$ cat config.mk
export PLATFORM = sky130hd
export DESIGN_NAME = block_edge_deblocking_filter_unit
export DESIGN_NICKNAME = d
export VERILOG_FILES = /design/src/design/bedf_pkg.sv /design/src/design/bedf_act.sv /design/src/design/block_edge_deblocking_filter_unit.sv
export SDC_FILE = /design/constraint.sdc
export NUM_CORES = 1
export LEC_CHECK = 0
export ABC_AREA = 1
export BUFFER_PORTS_ARGS = -buffer_cell sky130_fd_sc_hd__buf_2
export CORE_MARGIN = 1.5
export CORE_UTILIZATION = 65
export CTS_CLUSTER_DIAMETER = 30
export DETAILED_ROUTE_END_ITERATION = 7
export PLACE_DENSITY = 0.84
export SYNTH_ARGS = -nofsm -noshare
export SYNTH_HDL_FRONTEND = slang
export SYNTH_SLANG_ARGS = --single-unit
$ cat constraint.sdc
create_clock -name clk -period 17.1 [get_ports clk]
set_input_delay 3.42 -clock clk [delete_from_list [all_inputs] [get_ports clk]]
set_output_delay 3.42 -clock clk [all_outputs]
set_load 0.01 [all_outputs]
$ cat src/design/bedf_pkg.sv
`timescale 1ns / 1ps

package bedf_pkg;

  // Field widths
  localparam int PIX_W   = 8;
  localparam int NPIX    = 10;
  localparam int STEP_W  = 6;
  localparam int THR_W   = 4;
  localparam int ACT_W   = 12;
  localparam int IN_W    = PIX_W * NPIX;
  localparam int OUT_W   = PIX_W * 4;
  localparam int MODE_W  = 2;

  localparam logic [STEP_W-1:0] STEP_RESET = 6'd8;
  localparam int                THR_BIAS   = 10;
  localparam int                FLAT_MIN   = 6;

  typedef enum logic [MODE_W-1:0] {
    MODE_NONE   = 2'd0,
    MODE_WEAK   = 2'd1,
    MODE_STRONG = 2'd2
  } mode_t;

  // Neighbor difference within +/- thr
  function automatic logic flat_diff(input logic [PIX_W-1:0] a,
                                     input logic [PIX_W-1:0] b,
                                     input logic [THR_W-1:0] thr);
    logic signed [PIX_W+1:0] d;
    logic signed [PIX_W+1:0] t;
    d = $signed({2'b00, a}) - $signed({2'b00, b});
    t = $signed({{(PIX_W+2-THR_W){1'b0}}, thr});
    return (d >= -t) && (d <= t);
  endfunction

endpackage

$ cat src/design/bedf_act.sv
`timescale 1ns / 1ps

// Edge activity term before the divide by 8: 2*(a-b) - 5*(c-d) + 4
module bedf_act
  import bedf_pkg::*;
(
  input  logic [PIX_W-1:0]        a,
  input  logic [PIX_W-1:0]        b,
  input  logic [PIX_W-1:0]        c,
  input  logic [PIX_W-1:0]        d,
  output logic signed [ACT_W-1:0] act
);

  logic signed [ACT_W-1:0] dab;
  logic signed [ACT_W-1:0] dcd;

  assign dab = $signed({{(ACT_W-PIX_W){1'b0}}, a}) - $signed({{(ACT_W-PIX_W){1'b0}}, b});
  assign dcd = $signed({{(ACT_W-PIX_W){1'b0}}, c}) - $signed({{(ACT_W-PIX_W){1'b0}}, d});

  // 5*x as 4*x + x
  assign act = (dab <<< 1) - ((dcd <<< 2) + dcd) + ACT_W'(4);

endmodule

$ cat src/design/block_edge_deblocking_filter_unit.sv
`timescale 1ns / 1ps

// Channel   Dir  Handshake                 Payload
// in_       in   in_tvalid / in_tready     in_tdata: pix0..pix9, 8 bits each
// out_      out  out_tvalid / out_tready   out_tdata: out3..out6, out_tuser: mode_taken
// cfg_      in   cfg_valid / cfg_ready     cfg_data: step_size
//
// Three register stages: flatness and activity terms, decisions, correction.
// One line per cycle while out_tready is high; out_tvalid follows the input transfer through the three register stages.
// Each stage holds while the stage after it is full and stalled; bubbles collapse,
// so input stalls only when all three stages are full and out_tready is low.
// rst_n (synchronous) empties the pipeline and sets step_size to 8.
// cfg_ready is always high; step_size is written whenever cfg_valid is high.
module block_edge_deblocking_filter_unit
  import bedf_pkg::*;
(
  input  logic              clk,
  input  logic              rst_n,
  input  logic              in_tvalid,
  output logic              in_tready,
  input  logic [IN_W-1:0]   in_tdata,   // pix0 .. pix9 from bit 0 up
  output logic              out_tvalid,
  input  logic              out_tready,
  output logic [OUT_W-1:0]  out_tdata,  // out3, out4, out5, out6 from bit 0 up
  output logic [MODE_W-1:0] out_tuser,  // mode_taken
  input  logic              cfg_valid,
  output logic              cfg_ready,
  input  logic [STEP_W-1:0] cfg_data    // step_size
);

  logic [STEP_W-1:0] step_r;
  logic [PIX_W-1:0]  p [NPIX];
  logic [THR_W-1:0]  thr;
  logic [STEP_W:0]   thr_sum;

  // Pipeline control
  logic v1_r, v2_r, out_valid_r;
  logic rdy1, rdy2, rdy3;

  assign rdy3      = !out_valid_r || out_tready;
  assign rdy2      = !v2_r || rdy3;
  assign rdy1      = !v1_r || rdy2;
  assign in_tready = rdy1;
  assign cfg_ready = 1'b1;

  always_ff @(posedge clk) begin
    if (!rst_n) begin
      step_r      <= STEP_RESET;
      v1_r        <= 1'b0;
      v2_r        <= 1'b0;
      out_valid_r <= 1'b0;
    end else begin
      if (cfg_valid) begin
        step_r <= cfg_data;
      end
      if (rdy1) begin
        v1_r <= in_tvalid;
      end
      if (rdy2) begin
        v2_r <= v1_r;
      end
      if (rdy3) begin
        out_valid_r <= v2_r;
      end
    end
  end

  // ---------------- Stage 1: flatness, activity terms, smoothing sums
  for (genvar i = 0; i < NPIX; i++) begin : g_pix
    assign p[i] = in_tdata[i*PIX_W +: PIX_W];
  end

  assign thr_sum = {1'b0, step_r} + (STEP_W+1)'(THR_BIAS);
  assign thr     = thr_sum[STEP_W:3];

  logic [8:0]              flat_nxt;
  logic signed [ACT_W-1:0] x30_nxt, x31_nxt, x32_nxt;
  logic signed [PIX_W:0]   d45_nxt;
  logic [PIX_W-1:0]        mn_nxt [4];
  logic [PIX_W-1:0]        mx_nxt [4];
  logic [10:0]             e2, e3, e4, e5, e6, e7, s27;
  logic [10:0]             t3, t4, t5, t6;

  assign flat_nxt[0] = flat_diff(p[1], p[2], thr);
  assign flat_nxt[1] = flat_diff(p[2], p[3], thr);
  assign flat_nxt[2] = flat_diff(p[3], p[4], thr);
  assign flat_nxt[3] = flat_diff(p[4], p[5], thr);
  assign flat_nxt[4] = flat_diff(p[0], p[1], thr);
  assign flat_nxt[5] = flat_diff(p[5], p[6], thr);
  assign flat_nxt[6] = flat_diff(p[6], p[7], thr);
  assign flat_nxt[7] = flat_diff(p[7], p[8], thr);
  assign flat_nxt[8] = flat_diff(p[8], p[9], thr);

  bedf_act u_act30 (.a(p[3]), .b(p[6]), .c(p[4]), .d(p[5]), .act(x30_nxt));
  bedf_act u_act31 (.a(p[1]), .b(p[4]), .c(p[2]), .d(p[3]), .act(x31_nxt));
  bedf_act u_act32 (.a(p[5]), .b(p[8]), .c(p[6]), .d(p[7]), .act(x32_nxt));

  assign d45_nxt = $signed({1'b0, p[4]}) - $signed({1'b0, p[5]});

  // First level of the min/max tree over pix1..pix8
  for (genvar k = 0; k < 4; k++) begin : g_pair
    assign mn_nxt[k] = (p[2*k+1] < p[2*k+2]) ? p[2*k+1] : p[2*k+2];
    assign mx_nxt[k] = (p[2*k+1] < p[2*k+2]) ? p[2*k+2] : p[2*k+1];
  end

  // Strong smoothing candidates
  assign e2  = 11'(p[2]);
  assign e3  = 11'(p[3]);
  assign e4  = 11'(p[4]);
  assign e5  = 11'(p[5]);
  assign e6  = 11'(p[6]);
  assign e7  = 11'(p[7]);
  assign s27 = e2 + e7;
  assign t3  = ((e2 + e3) << 1) + (e2 + e3) + s27 + 11'd4;
  assign t6  = ((e7 + e6) << 1) + (e7 + e6) + s27 + 11'd4;
  assign t4  = e2 + (e4 << 1) + e4 + (s27 << 1) + 11'd4;
  assign t5  = e7 + (e5 << 1) + e5 + (s27 << 1) + 11'd4;

  logic [8:0]              s1_flat_r;
  logic signed [ACT_W-1:0] s1_x30_r, s1_x31_r, s1_x32_r;
  logic signed [PIX_W:0]   s1_d45_r;
  logic [PIX_W-1:0]        s1_mn_r [4];
  logic [PIX_W-1:0]        s1_mx_r [4];
  logic [PIX_W-1:0]        s1_st_r [4];
  logic [PIX_W-1:0]        s1_pix_r [4];

  always_ff @(posedge clk) begin
    if (rdy1) begin
      s1_flat_r   <= flat_nxt;
      s1_x30_r    <= x30_nxt;
      s1_x31_r    <= x31_nxt;
      s1_x32_r    <= x32_nxt;
      s1_d45_r    <= d45_nxt;
      s1_mn_r     <= mn_nxt;
      s1_mx_r     <= mx_nxt;
      s1_st_r[0]  <= t3[10:3];
      s1_st_r[1]  <= t4[10:3];
      s1_st_r[2]  <= t5[10:3];
      s1_st_r[3]  <= t6[10:3];
      s1_pix_r[0] <= p[3];
      s1_pix_r[1] <= p[4];
      s1_pix_r[2] <= p[5];
      s1_pix_r[3] <= p[6];
    end
  end

  // ---------------- Stage 2: mode decisions
  logic [3:0]            flat_cnt;
  logic [PIX_W-1:0]      mn01, mn23, mn_all, mx01, mx23, mx_all, rng;
  logic                  strong_nxt;
  logic signed [PIX_W:0] a30, a31, a32, a30_neg, a31_neg, a32_neg;
  logic [PIX_W-1:0]      m30, m31, m32, mo;
  logic signed [PIX_W:0] diff;
  logic                  weak_nxt;
  logic signed [PIX_W:0] d45_abs;

  assign flat_cnt = 4'($countones(s1_flat_r));
  assign mn01     = (s1_mn_r[0] < s1_mn_r[1]) ? s1_mn_r[0] : s1_mn_r[1];
  assign mn23     = (s1_mn_r[2] < s1_mn_r[3]) ? s1_mn_r[2] : s1_mn_r[3];
  assign mn_all   = (mn01 < mn23) ? mn01 : mn23;
  assign mx01     = (s1_mx_r[0] > s1_mx_r[1]) ? s1_mx_r[0] : s1_mx_r[1];
  assign mx23     = (s1_mx_r[2] > s1_mx_r[3]) ? s1_mx_r[2] : s1_mx_r[3];
  assign mx_all   = (mx01 > mx23) ? mx01 : mx23;
  assign rng      = mx_all - mn_all;

  // Strong mode: flat count of six or more and pixel range below twice step_size
  assign strong_nxt = (flat_cnt >= 4'(FLAT_MIN)) && ({1'b0, rng} < {2'b00, step_r, 1'b0});

  // Divide by 8 rounding toward minus infinity
  assign a30     = s1_x30_r[ACT_W-1:3];
  assign a31     = s1_x31_r[ACT_W-1:3];
  assign a32     = s1_x32_r[ACT_W-1:3];
  assign a30_neg = -a30;
  assign a31_neg = -a31;
  assign a32_neg = -a32;
  assign m30     = a30[PIX_W] ? a30_neg[PIX_W-1:0] : a30[PIX_W-1:0];
  assign m31     = a31[PIX_W] ? a31_neg[PIX_W-1:0] : a31[PIX_W-1:0];
  assign m32     = a32[PIX_W] ? a32_neg[PIX_W-1:0] : a32[PIX_W-1:0];
  assign mo      = (m31 < m32) ? m31 : m32;
  assign diff    = $signed({1'b0, m30}) - $signed({1'b0, mo});

  assign weak_nxt = (m30 < {2'b00, step_r}) && (diff > 0)
                    && (s1_d45_r[PIX_W] != a30[PIX_W]);

  assign d45_abs = s1_d45_r[PIX_W] ? -s1_d45_r : s1_d45_r;

  logic             s2_strong_r, s2_weak_r, s2_neg_r;
  logic [PIX_W-1:0] s2_diff_r;
  logic [PIX_W-2:0] s2_lim_r;
  logic [PIX_W-1:0] s2_st_r [4];
  logic [PIX_W-1:0] s2_pix_r [4];

  always_ff @(posedge clk) begin
    if (rdy2) begin
      s2_strong_r <= strong_nxt;
      s2_weak_r   <= weak_nxt;
      s2_neg_r    <= s1_d45_r[PIX_W];
      s2_diff_r   <= diff[PIX_W-1:0];
      s2_lim_r    <= d45_abs[PIX_W-1:1];
      s2_st_r     <= s1_st_r;
      s2_pix_r    <= s1_pix_r;
    end
  end

  // ---------------- Stage 3: weak correction and output select
  logic [PIX_W+2:0] m5x;
  logic [PIX_W-1:0] m5, mc, r4, r5;
  logic [OUT_W-1:0] tdata_nxt;
  mode_t            mode_nxt;

  assign m5x = ({3'b000, s2_diff_r} << 2) + {3'b000, s2_diff_r};
  assign m5  = m5x[PIX_W+2:3];
  assign mc  = (m5 > {1'b0, s2_lim_r}) ? {1'b0, s2_lim_r} : m5;
  assign r4  = s2_neg_r ? (s2_pix_r[1] + mc) : (s2_pix_r[1] - mc);
  assign r5  = s2_neg_r ? (s2_pix_r[2] - mc) : (s2_pix_r[2] + mc);

  always_comb begin
    if (s2_strong_r) begin
      tdata_nxt = {s2_st_r[3], s2_st_r[2], s2_st_r[1], s2_st_r[0]};
      mode_nxt  = MODE_STRONG;
    end else if (s2_weak_r) begin
      tdata_nxt = {s2_pix_r[3], r5, r4, s2_pix_r[0]};
      mode_nxt  = MODE_WEAK;
    end else begin
      tdata_nxt = {s2_pix_r[3], s2_pix_r[2], s2_pix_r[1], s2_pix_r[0]};
      mode_nxt  = MODE_NONE;
    end
  end

  logic [OUT_W-1:0] out_data_r;
  mode_t            out_mode_r;

  always_ff @(posedge clk) begin
    if (rdy3) begin
      out_data_r <= tdata_nxt;
      out_mode_r <= mode_nxt;
    end
  end

  assign out_tvalid = out_valid_r;
  assign out_tdata  = out_data_r;
  assign out_tuser  = out_mode_r;

endmodule

## Word-level counts from Yosys, hierarchy flattened

Cells that the tools add are included.

- Input bits: 91
- Bits in registers: 307

- Multiplexer cells: 25
- $lt $le $gt $ge: 34
- Equal/unequal tests: 1
- Add/subtract/negate cells: 63
- Reduce and logical (&&, ||, !) cells: 18

Operators with widths:

| operator | number |
|---|---|
| $mux W8 | 22 |
| $sub A8 B8 Y9 | 17 |
| $ge A9 B10 Y1 | 9 |
| $le A9 B5 Y1 | 9 |
| $lt A8 B8 Y1 | 8 |
| $add A11 B3 Y11 const B | 4 |
| $add A12 B12 Y12 | 3 |
| $add A12 B4 Y12 const B | 3 |
| $sub A12 B12 Y12 | 3 |
| $add A10 B8 Y11 | 3 |
| $mux W32 | 1 |
| $neg A8 Y8 | 4 |
| $add A8 B8 Y9 | 3 |
| $gt A8 B8 Y1 | 3 |
| $mux W24 | 1 |
| $sub A8 B8 Y8 | 3 |
| $add A10 B9 Y11 | 2 |
| $add A11 B10 Y11 | 2 |
| $add A11 B9 Y11 | 2 |
| $add A8 B9 Y10 | 2 |
| $add A8 B8 Y8 | 2 |
| $logic_and A1 B1 Y1 | 12 |
| $neg A4 Y10 | 1 |
| $gt A9 B1 Y1 const B | 1 |
| 13 further kinds | 21 |

## Longest topological paths before layout

Gate-level depths: netlist of run 1.

- Depth in word-level cells: 8
- Depth in mapped cells: 39
- Gate-level depth less buffers: 38

## Hierarchy

A second synthesis of run 1 with hierarchy kept.

- Cell total of the unflattened synthesis: 3314
- Area total of the unflattened synthesis: 28638.7 µm²

By module, submodules not included:

| module | cells an instance | instances | sequential area each (µm²) | area each (µm²) |
|---|---|---|---|---|
| block_edge_deblocking_filter_unit | 2588 | 1 | 8858.5 | 23935.5 |
| bedf_act | 242 | 3 | 0.0 | 1567.8 |

## Least setup slack after synthesis of run 1

Ideal clock, no wire load.

- Kind: input port to output port
- Start point: input port out_tready
- End point: output port in_tready
- Slack: 5.548 ns
- Data arrival time: 8.132 ns
- Cell stages on the path: 4
- Cells stage by stage: inv_1 nand2_1 nor2_1 nand2_1

- Longest elaborated chain between the ends: 3

Ends and longest elaborated chain:

| element | line | source |
|---|---|---|
| start: declaration | block_edge_deblocking_filter_unit.sv:23 | `input logic out_tready,` |
| $logic_or A1 B1 Y1 | block_edge_deblocking_filter_unit.sv:40 | `assign rdy3 = !out_valid_r \|\| out_tready;` |
| via rdy3 | block_edge_deblocking_filter_unit.sv:38 | `logic rdy1, rdy2, rdy3;` |
| $logic_or A1 B1 Y1 | block_edge_deblocking_filter_unit.sv:41 | `assign rdy2 = !v2_r \|\| rdy3;` |
| $logic_or A1 B1 Y1 | block_edge_deblocking_filter_unit.sv:42 | `assign rdy1 = !v1_r \|\| rdy2;` |
| end: declaration | block_edge_deblocking_filter_unit.sv:20 | `output logic in_tready,` |

The timed path passes the listed nets, and every way through them passes these cells.

## Worst setup path in the final report of run 1

Same ends and word-level chain as after synthesis.

==> results of run 1 <==
[power breakdown]
part           switching, mW  internal, mW  total (mW)
logic                   2.41          1.42        3.83
clock network          0.435         0.754        1.19
registers              0.120          1.16        1.28
total                   2.97          3.34        6.30
[through the flow]
stage | instances | util, % | setup WS [ns]
finish | 3723 | 74.1 | 9.30
global route | 3723 | 74.1 | 9.20
CTS | 3721 | 74.1 | 9.29
detailed placement | 3609 | 69.0 | 9.29
global placement | 3609 | 69.0 | 9.33
floorplan | 2978 | - | 5.55
[placed cells by master (no fill, tap or decap), types with 95 or more instances in the layout]
cell type / netlist / layout
sky130_fd_sc_hd__a21oi_1: 266 / 266
sky130_fd_sc_hd__buf_2: 4 / 126
sky130_fd_sc_hd__edfxtp_1: 289 / 289
sky130_fd_sc_hd__fa_1: 95 / 95
sky130_fd_sc_hd__ha_1: 477 / 477
sky130_fd_sc_hd__inv_1: 543 / 542
sky130_fd_sc_hd__nand2_1: 412 / 411
sky130_fd_sc_hd__nor2_1: 185 / 184
sky130_fd_sc_hd__o21ai_0: 191 / 191
sky130_fd_sc_hd__xor2_1: 138 / 136
[worst min-delay path by stage]
| stage | startpoint | endpoint | slack, ns |
|---|---|---|---|
| floorplan | s1_pix_r[0] | s2_pix_r[0] | 0.40 |
| global placement | s1_pix_r[15] | s2_pix_r[15] | 0.40 |
| detailed placement | s1_pix_r[22] | s2_pix_r[22] | 0.40 |
| CTS | s1_st_r[18] | s2_st_r[18] | 0.38 |
| global route | s1_st_r[18] | s2_st_r[18] | 0.39 |
| finish | s1_st_r[18] | s2_st_r[18] | 0.38 |
[state kept, by name, indices dropped and copies added (netlist names), 2 cells and up]
signal	flops
out_tdata	32
out_tuser	2
s1_d45_r	8
s1_flat_r	9
s1_mn_r	32
s1_mx_r	32
s1_pix_r	32
s1_st_r	32
s1_x30_r	10
s1_x31_r	9
s1_x32_r	9
s2_diff_r	8
s2_lim_r	7
s2_pix_r	32
s2_st_r	32
step_r	6
[layout make-up]
| type | instances | area, um2 |
|---|---|---|
| diodes | 2 | 5.00 |
| inverters | 545 | 2050 |
| well taps | 532 | 666 |
| clock buffers | 64 | 1500 |
| repair buffers | 133 | 696 |
| multi-input cells | 2101 | 15900 |
| fillers | 2735 | 10600 |
| flip-flops and latches | 298 | 8860 |
| clock inverters | 48 | 587 |
[cells by family after synthesis]
logic type / Yosys count / synth area share (%)
and+or+nand+nor: 718 / 10.9
AOI/OAI and AO/OA: 606 / 12.6
buffers and inverters: 579 / 8.15
adders and majority gates: 572 / 29.3
DFF: 298 / 33.0
xor gates and xnor gates: 186 / 6.07
other: 2 / 0.0280
[layer usage]
metal	vias up	routed length, um	track usage, %
met5	-	0	0
met1	10400	29400	43.6
met3	308	6320	6.64
met2	1043	35400	60.0
li1	10300	-	-
met4	0	5520	22.8
==> tab_implementation.tex, run 1 <==
\begin{tabular}{lr}
\hline
Metric & Value \\
\hline
\multicolumn{2}{l}{\textbf{Yosys}} \\
\quad Top FF cell, synth & sky130\_fd\_sc\_hd\_\_edfxtp\_1 \\
\quad Synth cell types & 49 \\
\quad Library cell occupying the most area in the post-synthesis netlist & sky130\_fd\_sc\_hd\_\_edfxtp\_1 \\
\quad Count of warnings emitted by yosys & 0 \\
\quad Gate count after technology mapping & between 2k and 3k \\
\quad Number of enable-type register cells in the synthesized netlist & a little under 300 \\
\quad Ranking of synthesized cells by area & sky130\_fd\_sc\_hd\_\_edfxtp\_1 (32\%), sky130\_fd\_sc\_hd\_\_ha\_1 (22\%), sky130\_fd\_sc\_hd\_\_inv\_1 (7.6\%) \\
\quad Top cell types by occurrence after synthesis & sky130\_fd\_sc\_hd\_\_inv\_1 (543), sky130\_fd\_sc\_hd\_\_ha\_1 (477), sky130\_fd\_sc\_hd\_\_nand2\_1 (412) \\
\quad Area of the mapped netlist & 26900 um2 \\
\quad Area share of the largest cell type after synthesis & 32.3\% \\
\quad Proportion of synthesized flip-flops having asynchronous set or reset & 0\% \\
\quad Dominant cell by count in the synthesized netlist & sky130\_fd\_sc\_hd\_\_inv\_1 \\
\quad Synthesized area divided by synthesized cell count & 9.07 um2 \\
\quad Share of synthesized area occupied by flip-flops and latches & 33.0\% \\
\quad Flip-flop and latch count after synthesis & between 200 and 300 \\
\multicolumn{2}{l}{\textbf{Critical path}} \\
\quad Critical path fanouts, max & 11 \\
\quad Slowest stage delay, CP & 0.29 ns \\
\quad Buffer and inverter count on the worst path & 3 \\
\quad Kind of start point of the critical path & primary input \\
\quad Gate family responsible for the most delay along the worst path & simple AND/OR/NAND/NOR gates \\
\quad Flop-to-flop setup slack & 10.56 ns \\
\quad Stages on worst setup path & 6 \\
\quad Worst reg2reg path endpoint & s2\_strong\_r \\
\quad Library cell appearing most often on the critical path & sky130\_fd\_sc\_hd\_\_buf\_2 \\
\quad Reg-to-Reg Start & s1\_mx\_r[31] \\
\quad Data arrival time at the worst-slack endpoint & about 4.4 ns \\
\quad Critical Path, Cell by Cell & buf\_2 -> inv\_1 -> nand2\_1 -> nor2\_1 -> nand2\_4 -> buf\_2 \\
\quad Critical path origin & out\_tready \\
\quad Capturing element of the worst setup path & in\_tready \\
\quad Worst setup path category & in2out \\
\quad Critical Path End Type & output pin \\
\quad Worst-case reg-to-reg path depth & 26 \\
\quad Standard cell with the maximum stage delay on the critical path & sky130\_fd\_sc\_hd\_\_nor2\_1 \\
\quad Endpoint required time on the critical path & 13.68 ns \\
\multicolumn{2}{l}{\textbf{Worst hold path}} \\
\quad Classification of the worst-slack hold path & reg2reg \\
\quad Hold-critical path depth & 0 \\
\multicolumn{2}{l}{\textbf{STA}} \\
\quad Share of the clock period used by the worst path & 45.6\% \\
\quad Worst Tran Pin Value & 1.11 ns \\
\quad Max-slew headroom at the worst pin & 25.6\% \\
\quad Number of max-slew violations in the final report & 0 \\
\quad Crit path time final & $\sim$7.8 ns \\
\quad Max Freq & roughly 130 MHz \\
\quad Final hold viol count & 0 \\
\quad Unrepaired setup endpoints after global routing & no \\
\quad Clock tree skew after final layout & 0.0452 ns \\
\quad Min Hold Slack & 0.382 ns \\
\quad TNS Setup & 0 ns \\
\quad Number of setup violations in the final report & 0 \\
\multicolumn{2}{l}{\textbf{Placement}} \\
\quad \# port buffers & 126 \\
\quad RD Place Congestion & around 0.99 \\
\quad Area of placed instances & 28200 um2 \\
\quad DP Wirelength & 58.5 mm \\
\multicolumn{2}{l}{\textbf{Power and ir drop}} \\
\quad Power per cell area & around 210 nW/um2 \\
\quad PnR Total Power & 6.30 mW \\
\quad Total leakage power & 15.1 nW \\
\quad Worst IR drop on VDD & 0.183 mV \\
\multicolumn{2}{l}{\textbf{Floorplanning}} \\
\quad Vertical extent of the die & between 200 and 250 um \\
\quad Core Box Area & 40800 um2 \\
\quad Die extent in x & 206 um \\
\quad Row cnt & 74 \\
\quad Effective utilization at floorplan & 65.8\% \\
\quad Number of top-level pins & roughly 130 \\
\quad Full die area & 42500 um2 \\
\multicolumn{2}{l}{\textbf{Clock network}} \\
\quad Clock-pin slew of the registers on the worst-case setup and hold paths & 0.06 ns \\
\quad Setup bufs post-CTS & 0 \\
\quad Number of clock sinks & 298 \\
\quad TritonCTS clock tree & done \\
\quad Number of buffers on the longest clock path & 3 \\
\quad Hold buffer count at CTS & 0 \\
\quad Skew-Pair Late Insertion Delay & $\sim$0.65 ns \\
\quad Clk Tree Root Cell & sky130\_fd\_sc\_hd\_\_clkbuf\_16 \\
\quad TritonCTS buffer count & $\sim$60 \\
\quad Clock H-tree levels & 2 \\
\quad Post-cts gate resize count & 0 \\
\multicolumn{2}{l}{\textbf{GRT}} \\
\quad Antenna violations before repair & 2 \\
\quad Pin count of the biggest net entering global routing & 166 \\
\quad Global router's overall resource usage & 36.2\% \\
\quad Vias in the first global route & 22.1k \\
\quad Grt total ovfl & 0 \\
\quad First-pass GRT wire length & 116 mm \\
\multicolumn{2}{l}{\textbf{Run status}} \\
\quad Result of the run & finished clean \\
\multicolumn{2}{l}{\textbf{Cells and area}} \\
\quad Fraction of final layout cells with drive strength greater than 1 & 8.09\% \\
\quad Fin area & a little over 30000 um2 \\
\quad Layout Area Growth over Synthesis & 12.6\% \\
\quad Final layout net count & 3801 \\
\multicolumn{2}{l}{\textbf{Routing}} \\
\quad DR pass1 iterations & 5 \\
\quad Vias per cell & $\sim$6 \\
\quad Routed Antenna Nets & 0 \\
\quad 1st-iter DRT viols & a little over 2k \\
\quad Routed via count & 22.1k \\
\quad Avg WL per Cell & between 20 and 25 um \\
\quad Wirelength, routed & 76.7 mm \\
\quad Residual DRC & 0 \\
\multicolumn{2}{l}{\textbf{Flow run}} \\
\quad Max-Cap Viols & 0 \\
\hline
\end{tabular}
Power figures use the tool's default switching activity.
==> inputs of run 2 (changes only) <==
ABC_AREA = 0   (was 1)
CORE_UTILIZATION = 58   (was 65)
PLACE_DENSITY = 0.79   (was 0.84)
clock period = 6.5 ns   (was 17.1 ns; I/O delays follow)
==> tab_implementation.tex, run 2 <==
\begin{tabular}{lr}
\hline
Metric & Value \\
\hline
\multicolumn{2}{l}{\textbf{Routing}} \\
\quad Residual DRC & 0 (unchanged) \\
\quad Avg WL per Cell & 20.9 um (+1.4\%) \\
\quad Vias per cell & 5.88 (-0.94\%) \\
\quad Routed Antenna Nets & 0 (unchanged) \\
\quad Routed via count & 20.5k (-7.1\%) \\
\quad DR pass1 iterations & 6 (+1) \\
\quad 1st-iter DRT viols & 1331 (-35\%) \\
\quad Wirelength, routed & 72.8 mm (-5.0\%) \\
\multicolumn{2}{l}{\textbf{Yosys}} \\
\quad Post-synthesis xor/xnor area fraction & 6.37\% (+0.30 points) \\
\quad Area share of the largest cell type after synthesis & 32.0\% (-0.30 points) \\
\quad Multiplexer share of the synthesized area & 2.72\% (+2.7 points) \\
\quad Count of warnings emitted by yosys & 0 (unchanged) \\
\quad Post-synthesis share of cell area spent on full adders, half adders and majority gates & 29.0\% (-0.27 points) \\
\quad Library cell occupying the most area in the post-synthesis netlist & sky130\_fd\_sc\_hd\_\_edfxtp\_1 \\
\quad Flip-flop and latch count after synthesis & 298 (unchanged) \\
\quad Synth cell types & 83 (+69\%) \\
\quad Top FF cell, synth & sky130\_fd\_sc\_hd\_\_edfxtp\_1 \\
\quad Proportion of synthesized flip-flops having asynchronous set or reset & 0\% (unchanged) \\
\quad Synthesized-area fraction occupied by ao, oa, aoi and oai cells & 15.1\% (+2.5 points) \\
\quad Dominant cell by count in the synthesized netlist & sky130\_fd\_sc\_hd\_\_ha\_1 \\
\quad Top cell types by occurrence after synthesis & sky130\_fd\_sc\_hd\_\_ha\_1 (477), sky130\_fd\_sc\_hd\_\_inv\_1 (357), sky130\_fd\_sc\_hd\_\_edfxtp\_1 (289) \\
\quad Share of synthesized area occupied by flip-flops and latches & 32.7\% (-0.31 points) \\
\quad Main combinational cell family by area after synthesis & adder cells \\
\quad Area of the mapped netlist & 27100 um2 (+0.94\%) \\
\quad Synthesized area divided by synthesized cell count & 10.3 um2 (+14\%) \\
\quad Gate count after technology mapping & 2628 (-11\%) \\
\quad Ranking of synthesized cells by area & sky130\_fd\_sc\_hd\_\_edfxtp\_1 (32\%), sky130\_fd\_sc\_hd\_\_ha\_1 (22\%), sky130\_fd\_sc\_hd\_\_fa\_1 (7.0\%) \\
\quad Fraction of the mapped netlist area in simple logic gates & 8.67\% (-2.2 points) \\
\quad Number of enable-type register cells in the synthesized netlist & 289 (unchanged) \\
\multicolumn{2}{l}{\textbf{Clock network}} \\
\quad Skew-Pair Late Insertion Delay & 0.58 ns (-0.07 ns) \\
\quad Setup bufs post-CTS & 0 (unchanged) \\
\quad Clk Tree Root Cell & sky130\_fd\_sc\_hd\_\_clkbuf\_16 \\
\quad TritonCTS clock tree & done \\
\quad Clock H-tree levels & 3 (+1) \\
\quad TritonCTS buffer count & 67 (+14\%) \\
\quad Number of clock sinks & 298 (unchanged) \\
\quad Number of buffers on the longest clock path & 3 (unchanged) \\
\quad Clock-pin slew of the registers on the worst-case setup and hold paths & 0.05 ns (about the same) \\
\multicolumn{2}{l}{\textbf{GRT}} \\
\quad Grt total ovfl & 0 (unchanged) \\
\quad Global router's overall resource usage & 30.6\% (-5.6 points) \\
\quad First-pass GRT wire length & 111 mm (-4.1\%) \\
\quad Antenna violations before repair & 2 (unchanged) \\
\quad Vias in the first global route & 20.6k (-6.5\%) \\
\quad Pin count of the biggest net entering global routing & 133 (-20\%) \\
\multicolumn{2}{l}{\textbf{Power and ir drop}} \\
\quad Flop pwr share & 19.2\% (-1.1 points) \\
\quad Total leakage power & 14.7 nW (-2.8\%) \\
\quad Power per cell area & 558 nW/um2 (+170\%) \\
\quad Relative contribution of combinational cells to total power & 61.0\% (+0.2 points) \\
\quad Share of total power in the clock network & 19.8\% (+0.9 points) \\
\quad Switching power share of the total & 42.1\% (-4.9 points) \\
\quad Sw power & 7.28 mW (+150\%) \\
\quad PnR Total Power & 17.3 mW (+170\%) \\
\quad Internal Pwr Total & 9.99 mW (+200\%) \\
\quad Worst IR drop on VDD & 0.727 mV (+300\%) \\
\multicolumn{2}{l}{\textbf{Floorplanning}} \\
\quad Row cnt & 79 (+6.8\%) \\
\quad Vertical extent of the die & 219 um (+6.3\%) \\
\quad Core Box Area & 46400 um2 (+14\%) \\
\quad Full die area & 48000 um2 (+13\%) \\
\quad Number of top-level pins & 128 (unchanged) \\
\quad Die extent in x & 219 um (+6.3\%) \\
\quad Effective utilization at floorplan & 58.5\% (-7.3 points) \\
\multicolumn{2}{l}{\textbf{Cells and area}} \\
\quad Final layout net count & 3494 (-8.1\%) \\
\quad Fraction of final layout cells with drive strength greater than 1 & 11.1\% (+3.0 points) \\
\quad Highest-count cells in the layout ignoring fill and taps & sky130\_fd\_sc\_hd\_\_ha\_1 (477), sky130\_fd\_sc\_hd\_\_inv\_1 (357), sky130\_fd\_sc\_hd\_\_edfxtp\_1 (289), sky130\_fd\_sc\_hd\_\_o21ai\_0 (165), sky130\_fd\_sc\_hd\_\_nand2\_1 (151) \\
\quad Antenna diodes & 0 (-2) \\
\quad Leading cell type in the layout, fill and taps excluded & sky130\_fd\_sc\_hd\_\_ha\_1 \\
\quad Layout Area Growth over Synthesis & 14.2\% \\
\multicolumn{2}{l}{\textbf{Worst hold path}} \\
\quad Classification of the worst-slack hold path & reg2reg \\
\multicolumn{2}{l}{\textbf{Critical path}} \\
\quad Endpoint required time on the critical path & 6.81 ns (-6.87 ns) \\
\quad Reg-to-Reg Start & s2\_diff\_r[2] \\
\quad Kind of start point of the critical path & register \\
\quad Capturing element of the worst setup path & out\_tdata[23] \\
\quad Worst-case reg-to-reg path depth & 27 (+3.8\%) \\
\quad Critical path origin & s2\_diff\_r[2] \\
\quad Critical path fanouts, max & 5 (-6) \\
\quad Worst setup path category & reg2reg \\
\quad Critical Path End Type & register \\
\quad Flop-to-flop setup slack & 0.45 ns (-10.11 ns) \\
\quad Data arrival time at the worst-slack endpoint & 6.35 ns (+1.97 ns) \\
\quad Worst reg2reg path endpoint & out\_tdata[23] \\
\multicolumn{2}{l}{\textbf{Placement}} \\
\quad \# port buffers & 126 (unchanged) \\
\quad RD Place Congestion & 0.966 (-1.9\%) \\
\quad DP Wirelength & 57.1 mm (-2.3\%) \\
\multicolumn{2}{l}{\textbf{STA}} \\
\quad Max-slew headroom at the worst pin & 22.0\% (-3.6 points) \\
\quad Share of the clock period used by the worst path & just over 90\% \\
\quad Number of max-slew violations in the final report & 0 (unchanged) \\
\quad TNS Setup & 0 ns (unchanged) \\
\quad Number of setup violations in the final report & 0 (unchanged) \\
\quad Worst Tran Pin Value & 1.16 ns (+0.0564 ns) \\
\quad Unrepaired setup endpoints after global routing & no \\
\quad Clock tree skew after final layout & 0.0187 ns (-0.0266 ns) \\
\quad Final hold viol count & 0 (unchanged) \\
\quad Crit path time final & 6.05 ns \\
\quad Max Freq & approximately 170 MHz \\
\multicolumn{2}{l}{\textbf{Flow run}} \\
\quad Max-Cap Viols & 0 (unchanged) \\
\multicolumn{2}{l}{\textbf{Run status}} \\
\quad Result of the run & finished clean \\
\hline
\end{tabular}
-- run 2: cell count changes in the layout (fill, tap and decap cells not counted), sizes merged, moves of 41 or more --
cell,delta
a21o,+73
a21oi,-109
inv,-192
mux2i,+41
nand2,-261
nand3,-47
nor2,-82
nor2b,+55
o21a,+52
o21ai,-43
xnor2,+79
xor2,-68
-- run 2: per-stage QoR --
step           instances  hold slack, ns  cell area, um2  util [%]  setup slack [ns]
6_report            3490           0.413           30900      66.8             0.454
5_1_grt             3490           0.418           30900      66.8           0.00522
3_3_place_gp        3369           0.400           28600      61.7             0.438
3_5_place_dp        3369           0.405           28600      61.7             0.257
2_1_floorplan       2645           0.400           27200         -             0.493
4_1_cts             3490           0.412           30900      66.7             0.140
-- run 2: cell type report --
type	count	area (um2)
well taps	607	759
multi-input cells	1962	16900
clock inverters	49	596
fillers	3485	15400
repair buffers	145	786
clock buffers	72	1700
flip-flops and latches	298	8860
inverters	357	1340
-- run 2: power by group through the flow --
stage               Sequential (mW)  Clock (mW)  Combinational, mW
floorplan                      3.25           0               7.84
global placement               3.32           0               9.89
detailed placement             3.35           0               10.3
CTS                            3.32        3.45               10.5
global route                   3.37        3.54               11.7
finish                         3.32        3.42               10.5
-- run 2: logic make-up after synthesis --
kind of cell,count (synthesis)
adder cells (fa/ha/maj),572
buffers and inverters,385
other,2
multiplexers,70
flip-flops,298
AND/OR/NAND/NOR,472
AO/OA/AOI/OAI,632
XOR/XNOR,197
-- run 2: what timing repair did --
action	4_1_cts	5_1_grt
resized for setup	0	7
setup endpoints to repair	0	2
hold buffers	0	0
-- run 2: critical path, stage by stage, from the launching register on --
cell	delay, ns
sky130_fd_sc_hd__edfxtp_1	0.43
sky130_fd_sc_hd__and2_1	0.20
sky130_fd_sc_hd__fa_1	0.44
sky130_fd_sc_hd__a211oi_2	0.29
sky130_fd_sc_hd__o21bai_1	0.13
sky130_fd_sc_hd__a21oi_2	0.18
sky130_fd_sc_hd__xnor2_2	0.18
sky130_fd_sc_hd__ha_1	0.32
sky130_fd_sc_hd__and3_4	0.18
sky130_fd_sc_hd__a221o_1	0.39
sky130_fd_sc_hd__o21ai_4	0.15
sky130_fd_sc_hd__nand2_2	0.11
sky130_fd_sc_hd__a21oi_2	0.18
sky130_fd_sc_hd__inv_1	0.06
sky130_fd_sc_hd__ha_1	0.29
sky130_fd_sc_hd__mux2_2	0.31
sky130_fd_sc_hd__inv_1	0.12
sky130_fd_sc_hd__ha_1	0.25
sky130_fd_sc_hd__nor2b_1	0.13
sky130_fd_sc_hd__o21ai_1	0.17
sky130_fd_sc_hd__a21oi_1	0.12
sky130_fd_sc_hd__o41ai_1	0.25
sky130_fd_sc_hd__buf_4	0.19
sky130_fd_sc_hd__nand2_1	0.07
sky130_fd_sc_hd__and4bb_2	0.36
sky130_fd_sc_hd__nor4_2	0.05
sky130_fd_sc_hd__xor2_1	0.13
sky130_fd_sc_hd__o21ai_1	0.07
-- run 2: worst min-delay path by stage --
stage	cells past startpoint	startpoint	to	slack, ns
2_1_floorplan	0	s1_pix_r[0]	s2_pix_r[0]	0.40
3_3_place_gp	0	s1_pix_r[0]	s2_pix_r[0]	0.40
3_5_place_dp	0	s1_pix_r[10]	s2_pix_r[10]	0.40
4_1_cts	0	s1_st_r[19]	s2_st_r[19]	0.41
5_1_grt	0	s1_st_r[19]	s2_st_r[19]	0.42
6_report	0	s1_st_r[19]	s2_st_r[19]	0.41
-- run 2: per-layer routing --
layer	up-vias	GRT usage, %	wire [um]
li1	9748	-	-
met1	9863	38.0	30400
met2	720	50.5	33900
met3	187	5.63	4700
met4	0	16.3	3870
met5	-	0	0
==> inputs of run 3 (changes only) <==
CELL_PAD_IN_SITES_DETAIL_PLACEMENT = 0   (was unset)
CELL_PAD_IN_SITES_GLOBAL_PLACEMENT = 1   (was unset)
CORE_UTILIZATION = 46   (was 58)
PLACE_DENSITY = unset   (was 0.79)
PLACE_DENSITY_LB_ADDON = 0.1   (was unset)
SYNTH_HIERARCHICAL = 1   (was unset)
==> tab_implementation.tex, run 3 <==
\begin{tabular}{lr}
\hline
Metric & Value \\
\hline
\multicolumn{2}{l}{\textbf{Run status}} \\
\quad Result of the run & finished clean \\
\multicolumn{2}{l}{\textbf{Critical path}} \\
\quad Reg-to-Reg Start & s1\_mn\_r[18] \\
\quad Kind of start point of the critical path & register \\
\quad Worst reg2reg path endpoint & s2\_strong\_r \\
\quad Endpoint required time on the critical path & 6.95 ns (+0.14 ns) \\
\quad Slowest stage delay, CP & 0.38 ns (-0.06 ns) \\
\quad Critical path fanouts, max & 12 (+7) \\
\quad Flop-to-flop setup slack & 0.52 ns (+0.06 ns) \\
\quad Library cell appearing most often on the critical path & sky130\_fd\_sc\_hd\_\_ha\_1 \\
\quad Worst setup path category & reg2reg \\
\quad Worst-case reg-to-reg path depth & 28 (+3.7\%) \\
\quad Data arrival time at the worst-slack endpoint & 6.44 ns (+0.09 ns) \\
\quad Critical Path End Type & register \\
\quad Standard cell with the maximum stage delay on the critical path & sky130\_fd\_sc\_hd\_\_and2\_1 \\
\multicolumn{2}{l}{\textbf{Cells and area}} \\
\quad Highest-count cells in the layout ignoring fill and taps & sky130\_fd\_sc\_hd\_\_ha\_1 (495), sky130\_fd\_sc\_hd\_\_inv\_1 (436), sky130\_fd\_sc\_hd\_\_edfxtp\_1 (289), sky130\_fd\_sc\_hd\_\_a21oi\_1 (169), sky130\_fd\_sc\_hd\_\_o21ai\_0 (151) \\
\quad Fraction of final layout cells with drive strength greater than 1 & 10.9\% (-0.14 points) \\
\quad Finished Layout Cells & 3893 (+12\%) \\
\quad Fin area & 32800 um2 (+5.9\%) \\
\quad Core utilization of the finished layout & 53.3\% (-13 points) \\
\quad Layout filler cell count & 5470 (+57\%) \\
\quad Layout Area Growth over Synthesis & 15.1\% \\
\quad Final layout net count & 3731 (+6.8\%) \\
\quad Leading cell type in the layout, fill and taps excluded & sky130\_fd\_sc\_hd\_\_ha\_1 \\
\multicolumn{2}{l}{\textbf{GRT}} \\
\quad Global router's overall resource usage & 26.1\% (-4.5 points) \\
\quad Vias in the first global route & 21.3k (+3.1\%) \\
\quad Pin count of the biggest net entering global routing & 173 (+30\%) \\
\quad First-pass GRT wire length & 124 mm (+12\%) \\
\quad Grt total ovfl & 0 (unchanged) \\
\quad Antenna violations before repair & 1 (-1) \\
\multicolumn{2}{l}{\textbf{Floorplanning}} \\
\quad Core Box Area & 61500 um2 (+33\%) \\
\quad Vertical extent of the die & 252 um (+15\%) \\
\quad Full die area & 63400 um2 (+32\%) \\
\quad Effective utilization at floorplan & 46.3\% (-12 points) \\
\quad Number of top-level pins & 128 (unchanged) \\
\quad Row cnt & 91 (+15\%) \\
\quad Die extent in x & 252 um (+15\%) \\
\multicolumn{2}{l}{\textbf{Clock network}} \\
\quad Clock-pin slew of the registers on the worst-case setup and hold paths & 0.05 ns (about the same) \\
\quad Number of clock sinks & 298 (unchanged) \\
\quad Clock H-tree levels & 3 (unchanged) \\
\quad TritonCTS clock tree & done \\
\quad Number of buffers on the longest clock path & 3 (unchanged) \\
\quad Clk Tree Root Cell & sky130\_fd\_sc\_hd\_\_clkbuf\_16 \\
\quad TritonCTS buffer count & 72 (+7.5\%) \\
\quad Skew-Pair Late Insertion Delay & 0.61 ns (+0.03 ns) \\
\multicolumn{2}{l}{\textbf{STA}} \\
\quad Worst Tran Pin Value & 1.23 ns (+0.0665 ns) \\
\quad Max-slew headroom at the worst pin & 17.5\% (-4.5 points) \\
\quad Worst Setup Slack, final & 0.519 ns (+0.0647 ns) \\
\quad Number of setup violations in the final report & 0 (unchanged) \\
\quad Max Freq & 167 MHz (+1.1\%) \\
\quad Min Hold Slack & 0.411 ns (-0.00244 ns) \\
\quad Final hold viol count & 0 (unchanged) \\
\quad Crit path time final & 5.98 ns (-0.0647 ns) \\
\quad Share of the clock period used by the worst path & 92.0\% (-1.0 points) \\
\quad Unrepaired setup endpoints after global routing & no \\
\quad Clock tree skew after final layout & 0.0388 ns (+0.0202 ns) \\
\quad TNS Setup & 0 ns (unchanged) \\
\quad Number of max-slew violations in the final report & 0 (unchanged) \\
\multicolumn{2}{l}{\textbf{Yosys}} \\
\quad Count of warnings emitted by yosys & 6 (+6) \\
\quad Synthesized area divided by synthesized cell count & 10.1 um2 (-2.4\%) \\
\quad Gate count after technology mapping & 2829 (+7.6\%) \\
\quad Area of the mapped netlist & 28500 um2 (+5.1\%) \\
\multicolumn{2}{l}{\textbf{Placement}} \\
\quad RD Place Congestion & 0.886 (-8.3\%) \\
\quad DP Wirelength & 64.6 mm (+13\%) \\
\quad Area of placed instances & 30300 um2 (+5.9\%) \\
\quad Placed insts & 3760 (+12\%) \\
\quad Post-place setup slack & 0.136 ns (-0.121 ns) \\
\quad \# port buffers & 126 (unchanged) \\
\multicolumn{2}{l}{\textbf{Power and ir drop}} \\
\quad Total leakage power & 15.6 nW (+6.3\%) \\
\quad PnR Total Power & 17.6 mW (+1.8\%) \\
\quad Worst IR drop on VDD & 0.342 mV (-53\%) \\
\quad Power per cell area & 536 nW/um2 (-3.9\%) \\
\multicolumn{2}{l}{\textbf{Flow run}} \\
\quad Max-Cap Viols & 0 (unchanged) \\
\multicolumn{2}{l}{\textbf{Routing}} \\
\quad Routed Antenna Nets & 0 (unchanged) \\
\quad Routed via count & 21.2k (+3.4\%) \\
\quad Vias per cell & 5.45 (-7.3\%) \\
\quad Wirelength, routed & 81.9 mm (+12\%) \\
\quad Avg WL per Cell & 21.0 um (+0.80\%) \\
\quad Residual DRC & 0 (unchanged) \\
\quad 1st-iter DRT viols & 1153 (-13\%) \\
\quad DR pass1 iterations & 6 (unchanged) \\
\multicolumn{2}{l}{\textbf{Worst hold path}} \\
\quad Hold-critical path depth & 0 (unchanged) \\
\quad Classification of the worst-slack hold path & reg2reg \\
\quad Hold Path Origin & s1\_pix\_r[23] \\
\quad Hold worst-path end & s2\_pix\_r[23] \\
\hline
\end{tabular}
run 3: cell types whose count changed in the layout (fill, tap and decap cells not counted), moves of 8 or more:
cell | before | now
sky130_fd_sc_hd__buf_4 | 18 | 32
sky130_fd_sc_hd__o31ai_1 | 11 | 24
sky130_fd_sc_hd__nand2b_1 | 37 | 47
sky130_fd_sc_hd__xor2_1 | 69 | 81
sky130_fd_sc_hd__nand2_1 | 151 | 135
sky130_fd_sc_hd__a21oi_1 | 150 | 169
sky130_fd_sc_hd__inv_1 | 357 | 436
sky130_fd_sc_hd__ha_1 | 477 | 495
sky130_fd_sc_hd__clkbuf_1 | 5 | 13
sky130_fd_sc_hd__o21ai_0 | 165 | 151
sky130_fd_sc_hd__and3_1 | 7 | 15
sky130_fd_sc_hd__mux2i_1 | 41 | 57
run 3: area by class of cell:
| type | instances | area [um2] | share of cell area, % |
|---|---|---|---|
| Sequential cell | 298 | 8860 | 27.0 |
| Tap cell | 790 | 988 | 3.02 |
| Antenna cell | 1 | 2.50 | 0.00764 |
| Clock inverter | 43 | 487 | 1.49 |
| Multi-Input combinational cell | 2077 | 18000 | 54.9 |
| Clock buffer | 89 | 1920 | 5.85 |
| Timing Repair Buffer | 159 | 891 | 2.72 |
| Inverter | 436 | 1640 | 5.00 |
run 3: worst max-delay path: cells and delay by family, from the launching register on:
| family | cells | cell delay [ns] |
|---|---|---|
| buf+inv | 3 | 0.32 |
| compound gates | 9 | 1.76 |
| xor+xnor | 1 | 0.16 |
| fa+ha+maj | 4 | 1.12 |
| simple gates | 9 | 1.60 |
| flops | 1 | 0.36 |
| mux | 2 | 0.48 |
run 3: worst max path at each step:
stage | from | end | cells past startpoint
2_1_floorplan | s2_diff_r[2] | out_tdata[23] | 28
3_3_place_gp | s2_diff_r[4] | out_tdata[23] | 27
3_5_place_dp | s2_diff_r[4] | out_tdata[23] | 27
4_1_cts | s2_diff_r[2] | out_tdata[23] | 27
5_1_grt | s2_diff_r[2] | out_tdata[23] | 26
6_report | s1_mn_r[18] | s2_strong_r | 28
run 3: where the power goes:
part / switching [mW] / total (mW) / internal [mW]
clock: 1.18 / 3.49 / 2.31
combinational: 6.02 / 10.8 / 4.75
sequential: 0.292 / 3.31 / 3.02
total: 7.49 / 17.6 / 10.1
run 3: routing by layer:
metal	global-route usage (%)	vias up	share of wire (%)
met2	44.1	444	47
met1	33.7	10200	45
li1	-	10400	-
met4	10.6	2	4.0
met3	3.63	169	3.9
met5	0	-	0.017
run 3: what timing repair did:
item	4_1_cts	5_1_grt
buffers inserted	0	0
setup endpoints to repair	0	1
gates resized for setup	0	7
hold buffers	0	0
